`config.mk`:
```
export PLATFORM = sky130hd
export DESIGN_NAME = adamax_front
export DESIGN_NICKNAME = d
export VERILOG_FILES = /design/src/hw/rtl/adamax_pkg.sv /design/src/hw/rtl/adamax_front.sv
export SDC_FILE = /design/constraint.sdc
export NUM_CORES = 1
export LEC_CHECK = 0
export ABC_AREA = 1
export BUFFER_PORTS_ARGS = -buffer_cell sky130_fd_sc_hd__clkbuf_2
export CAP_MARGIN = 20
export CELL_PAD_IN_SITES_DETAIL_PLACEMENT = 1
export CELL_PAD_IN_SITES_GLOBAL_PLACEMENT = 2
export CORE_MARGIN = 2
export CORE_UTILIZATION = 39
export DETAILED_ROUTE_END_ITERATION = 10
export PLACE_DENSITY = 0.88
export SETUP_SLACK_MARGIN = 0.4
export SLEW_MARGIN = 0
export SYNTH_ARGS = -nofsm -noshare
export SYNTH_HDL_FRONTEND = slang
export SYNTH_SLANG_ARGS = --single-unit
```
`constraint.sdc`:
```
create_clock -name clk -period 6.4 [get_ports clk]
set_input_delay 1.28 -clock clk [delete_from_list [all_inputs] [get_ports clk]]
set_output_delay 1.28 -clock clk [all_outputs]
set_load 0.02 [all_outputs]
```
`src/hw/rtl/adamax_pkg.sv`:
```
// ----------------------------------------------------------------------------
// adamax_pkg
// Shared types and constants of the adamax update engine.
// ----------------------------------------------------------------------------
package adamax_pkg;

	localparam int unsigned ElementsDefault = 4096;
	localparam int unsigned IndexW = 12;
	localparam int unsigned DataW = 32;

	localparam logic [15:0] BetaFirstReset = 16'd58982;
	localparam logic [15:0] BetaPeakReset  = 16'd65470;
	localparam logic [23:0] LearnRateReset = 24'd167772;
	localparam logic [23:0] StabilizerReset = 24'd2;

	// configuration register indexes
	localparam logic [1:0] RegBetaFirst = 2'd0;
	localparam logic [1:0] RegBetaPeak  = 2'd1;
	localparam logic [1:0] RegLearnRate = 2'd2;
	localparam logic [1:0] RegStabilizer = 2'd3;

	// one accepted item as it waits for the back end
	typedef struct packed {
		logic [IndexW-1:0] index;
		logic signed [DataW-1:0] grad;
		logic fresh;
		logic [32:0] power;
	} adamax_cmd_t;

endpackage

```
`src/hw/rtl/adamax_front.sv`:
```
// ----------------------------------------------------------------------------
// adamax_front
// Accepts gradient transactions, advances the beta1 power on pass starts
// and pushes commands into a small queue for the back end.
// ----------------------------------------------------------------------------
module adamax_front #(
	parameter int unsigned Depth = 2
) (
	input  logic                     clk,
	input  logic                     arst_n,
	input  logic                     in_valid,
	output logic                     in_ready,
	input  logic [11:0]              in_index,
	input  logic [31:0]              in_grad,
	input  logic                     in_start,
	input  logic                     in_fresh,
	input  logic [15:0]              beta_first,
	output adamax_pkg::adamax_cmd_t  cmd,
	output logic                     cmd_valid,
	input  logic                     cmd_ready
);
	import adamax_pkg::*;

	localparam int unsigned PtrW = (Depth > 1) ? $clog2(Depth) : 1;

	adamax_cmd_t      fifo_q [Depth];
	logic [PtrW-1:0]  wr_q, rd_q;
	logic [PtrW:0]    cnt_q;
	logic [32:0]      power_q;
	logic [32:0]      power_base;
	logic [48:0]      power_prod;
	logic [32:0]      power_next;
	logic             push, pop;

	assign in_ready  = (cnt_q != Depth[PtrW:0]);
	assign cmd_valid = (cnt_q != '0);
	assign cmd       = fifo_q[rd_q];
	assign push      = in_valid && in_ready;
	assign pop       = cmd_valid && cmd_ready;

	// power update for a pass start
	assign power_base = in_fresh ? {1'b1, 32'd0} : power_q;
	assign power_prod = power_base * beta_first + 49'd32768;
	assign power_next = in_start ? power_prod[48:16] : power_q;

	always_ff @(posedge clk or negedge arst_n) begin
		if (!arst_n) begin
			power_q <= {1'b1, 32'd0};
			wr_q <= '0;
			rd_q <= '0;
			cnt_q <= '0;
		end else begin
			if (push) begin
				power_q <= power_next;
				wr_q <= (wr_q == PtrW'(Depth - 1)) ? '0 : wr_q + 1'b1;
			end
			if (pop) rd_q <= (rd_q == PtrW'(Depth - 1)) ? '0 : rd_q + 1'b1;
			cnt_q <= cnt_q + (PtrW+1)'(push) - (PtrW+1)'(pop);
		end
	end

	// queue storage
	always_ff @(posedge clk) begin
		if (push) begin
			fifo_q[wr_q].index <= in_index;
			fifo_q[wr_q].grad  <= in_grad;
			fifo_q[wr_q].fresh <= in_fresh;
			fifo_q[wr_q].power <= power_next;
		end
	end

endmodule

```
# --- After elaboration in Yosys (flattened, before gate mapping) ---
# Memory sizes are Yosys's and may differ from the RTL's.
# Index checks and enable logic that the tools add are counted.
word_totals:
  out_inout_bits: 80
  ram_bits: 156
  register_bits: 37
  wordCells: 21
  n_memories: 1
memory_table:
  columns: ["memory", "depth", "width", "rd", "rd_clocked_by_memory_dff", "wr", "line", "text"]
  rows:
  - ["fifo_q", 2, 78, 1, 0, 1, "adamax_front.sv:26", "adamax_cmd_t fifo_q [Depth];"]
classes:
  n_addsub: 5
  n_eq_ne: 1
  n_reduce_logical: 3
  multipliers: 1
  muxes: 6
op_table:
  columns: ["cell", "count"]
  rows:
  - ["2-to-1 mux 33 bit", 2]
  - ["adder 49 x 16 -> 49 bit (second input constant)", 1]
  - ["multiplier 33 x 16 -> 49 bit", 1]
  - ["2-to-1 mux 1 bit", 4]
  - ["adder 1 bit (second input constant)", 2]
  - ["adder 2 x 1 -> 2 bit", 1]
  - ["logical AND 1 bit", 2]
  - ["!= test 2 bit (second input constant)", 1]
  - ["nonzero test 2 bit", 1]
  - ["subtractor 2 x 1 -> 2 bit", 1]

# --- Longest topological paths before layout ---
logic_depth:
  depth_word: 4
  ltp_mapped: 32
  depth_no_buf: 30

# --- Worst setup path before layout ---
# No wires, ideal clock.
synth_path:
  kind: "input to register"
  start: "in in_fresh"
  end: "mem fifo_q[0][25] (netlist bit), data pin"
  arrival_time_ns: 6.704
  setup_ns: 0.258
  setup_slack_ns: -0.561
  cell_stages: 26
  n_path_buf: 3
  cell_sequence: "buf_6 clkbuf_1 nor2_1 clkbuf_1 nand2_1 fa_1 inv_1 fa_1 inv_1 fa_1 inv_1 fa_1 fa_1 inv_1 fa_1 inv_1 ha_1 a21o_1 o21bai_1 a21oi_1 nor2_1 nor3_1 nand2_1 nand2_1 nand3_1 and2_1"
synth_via:
  elab_chain_len: 4
synth_lines:
  columns: ["item", "line", "text"]
  rows:
  - ["start: declaration", "adamax_front.sv:16", "input logic in_fresh,"]
  - ["2-to-1 mux 33 bit", "adamax_front.sv:42", "assign power_base = in_fresh ? {1'b1, 32'd0} : power_q;"]
  - ["multiplier 33 x 16 -> 49 bit", "adamax_front.sv:43", "assign power_prod = power_base * beta_first + 49'd32768;"]
  - ["adder 49 x 16 -> 49 bit", "adamax_front.sv:43", null]
  - ["2-to-1 mux 33 bit", "adamax_front.sv:44", "assign power_next = in_start ? power_prod[48:16] : power_q;"]
  - ["via power_next[25]", "adamax_front.sv:32", "logic [32:0] power_next;"]
  - ["end: declaration", "adamax_front.sv:26", null]
# The timed path passes the listed nets, and every way through them passes these cells.

# --- Final worst setup path ---
layout_path:
  start: "in in_fresh"
  end: "mem fifo_q[1][20] (netlist bit), data pin"
# Same word-level chain as after synthesis.

==> results.sh <==
export IMPL_status="finished with violations"
export IMPL_violations="setup timing"
export IMPL_htree_levels=4
export IMPL_critPathArrivalTime_ps=7400
export IMPL_place_hpwl_um=75500
export IMPL_crit_top_cell="fa_1"
export IMPL_fmax_mhz=138.5
export IMPL_track_usage_pct=28.65
export IMPL_slew_headroom_pct=29.63
export IMPL_syn_area_per_cell_um2=8.345
export IMPL_synthFlopType="edfxtp_1"
export IMPL_clock_latency_ps=460
export IMPL_routed_wl_um=97930
export IMPL_worstSetupEndpointType="flip-flop"
export IMPL_syn_to_final_growth_pct=35.26
export IMPL_synthCells=3014
export IMPL_drv_slew=0
export IMPL_first_global_vias=25540
export IMPL_yosysTopAreaCellShare_pct=34.31
export IMPL_hold_viol=0
export IMPL_synth_top_area_cell="fa_1"
export IMPL_io_buffer_count=145
export IMPL_antenna_found_initial=1
export IMPL_synthTopCellsByCount="783 x nand2_1, 678 x inv_1, 431 x fa_1, 373 x nor2_1, 156 x edfxtp_1"
export IMPL_max_cap_viol_count=0
export IMPL_use_met2_pct=52.46
export IMPL_drive_gt1_share_pct=32.76
export IMPL_min_period_over_period_pct=112.8
export IMPL_fin_hold_ws_ps=487.6
export IMPL_slowest_delay_ps=600
export IMPL_fin_area_um2=34020
export IMPL_globalRouteMet3Util_pct=3.033
export IMPL_clk_path_buf_depth=2
export IMPL_yosysMostFrequentCell="nand2_1"
export IMPL_startpoint_type="primary input"
export IMPL_rsz0062_at_grt="true"
export IMPL_busiest_layer="met2"
export IMPL_cts_tree="built"
export IMPL_grt_start_max_net_pins=79
export IMPL_drc=0
export IMPL_ant_nets=0
export IMPL_insertedDiodeCount=0
export IMPL_period_minus_slack_ps=7220
export IMPL_synth_area_top_cells="fa_1 34%, edfxtp_1 19%, nand2_1 12%, inv_1 10%, ha_1 7.4%"
export IMPL_tns_ps=-57110
export IMPL_io_pins=146
export IMPL_fin_nets=4171
export IMPL_die_area_um2=66540
export IMPL_clock_sinks=193
export IMPL_first_pass_iters=5
export IMPL_start_util_pct=39.23
export IMPL_clk_pin_slew_ps=70
export IMPL_gp_congestion=0.9317
export IMPL_vias=22360
export IMPL_yosysWarnings=0
export IMPL_die_height_um=258.0
export IMPL_fp_row_count=93
export IMPL_grt_overflow=0
export IMPL_tightest_slew_ps=1056
export IMPL_die_w_um=258.0
export IMPL_worst_slack_ps=-820.0
export IMPL_drt_vias_per_instance=5.091
export IMPL_postCtsHoldBufs=0
export IMPL_routedWlPerCell_um=22.29
export IMPL_synth_seq_area_share_pct=22.31
export IMPL_synth_edf_count=156
export IMPL_crit_required_ps=6580
export IMPL_skew_ps=22.94
export IMPL_worstPathMaxFanout=7
export IMPL_hp_class="reg -> reg"
export IMPL_postPlaceCellArea_um2=30310
export IMPL_syn_nets=3660
export IMPL_core_area_um2=64120
export IMPL_crit_type="in -> reg"
export IMPL_setup_violations=99
export IMPL_synthDistinctLibCells=43
export IMPL_use_met1_pct=34.14
export IMPL_stdcell_count=4393
export IMPL_root_buffer="clkbuf_16"
export IMPL_dp_cells=4278
export IMPL_grt_pass1_wl_um=145100
export IMPL_drtIter0Drc=1216
export IMPL_syn_area_um2=25150
export IMPL_slowest_stage="fa_1"
export IMPL_synth_seq_cells=193
export IMPL_cts_buffers=17
export IMPL_async_flop_share_pct=19.17
==> placed cells by master (no fill, tap or decap), types with 69 or more instances in the layout <==
master / count
buf_4: 324
inv_1: 602
clkbuf_2: 144
nor2_2: 69
edfxtp_1: 156
fa_1: 398
ha_1: 120
inv_2: 70
nand2_1: 700
nor2_1: 239
==> worst max-delay path, delay by kind of cell <==
kind	cells	cell delay [ps]
fa+ha+maj	7	3470
buf+inv	11	1130
compound gates	1	200
simple gates	9	1310
==> cell families (layout without fill, tap and decap cells) <==
logic type,after synthesis,after routing,share of synthesized area [%]
fa+ha+maj,580,580,41.72
compound gates,144,144,3.278
xor+xnor,22,22,0.7661
buf+inv,795,1319,11.93
flops,193,193,22.31
simple gates,1280,1280,20.00
==> path summary, 6_finish.rpt <==
check / from / to / slack, ps / depth (start not counted)
min in group asynchronous: arst_n / power_q[9] / 750 / 1
max in group asynchronous: arst_n / power_q[32] / 5050 / 2
min reg2reg: power_q[27] / power_q[27] / 490 / 2
max reg2reg: power_q[7] / fifo_q[1][20] / -170 / 25
max: in_fresh / fifo_q[1][20] / -820 / 28
min: power_q[27] / power_q[27] / 490 / 2
==> through the flow <==
stage	worst slack (ps)	utilization (%)
after floorplan	-171.8	-
after global placement	-1260	47.27
after detailed placement	-1386	47.27
after CTS	-563.5	50.70
after global routing	-931.1	53.06
final	-820.0	53.06
==> registers in the layout, indices dropped and copies added (netlist names) <==
register and cells:
rd_q 1, fifo_q 156, power_q 33, wr_q 1
cnt_q 2
==> routing by layer <==
layer | vias up | wire length, um
met5 | - | 0
met4 | 0 | 5046
met3 | 246 | 3874
met2 | 635 | 51340
met1 | 11580 | 37660
li1 | 9904 | -
==> final cells by class <==
| cell class | count | area (um^2) |
|---|---|---|
| clock inverter | 15 | 147.6 |
| timing repair buffer | 587 | 5085 |
| fill | 7389 | 30100 |
| sequential | 193 | 5613 |
| tap | 855 | 1070 |
| inverter | 700 | 2689 |
| multi-input combinational | 2026 | 18990 |
| clock buffer | 17 | 425.4 |
==> what timing repair did <==
action | 4_1_cts | 5_1_grt
setup endpoints to repair | 99 | 99
gates cloned | 2 | 0
pin swaps | 75 | 153
setup buffers | 43 | 37
gates resized for setup | 308 | 329
Power is left out: the tool's default activity adds up to more than one toggle a clock period on the data nets, which glitch-free logic cannot reach.
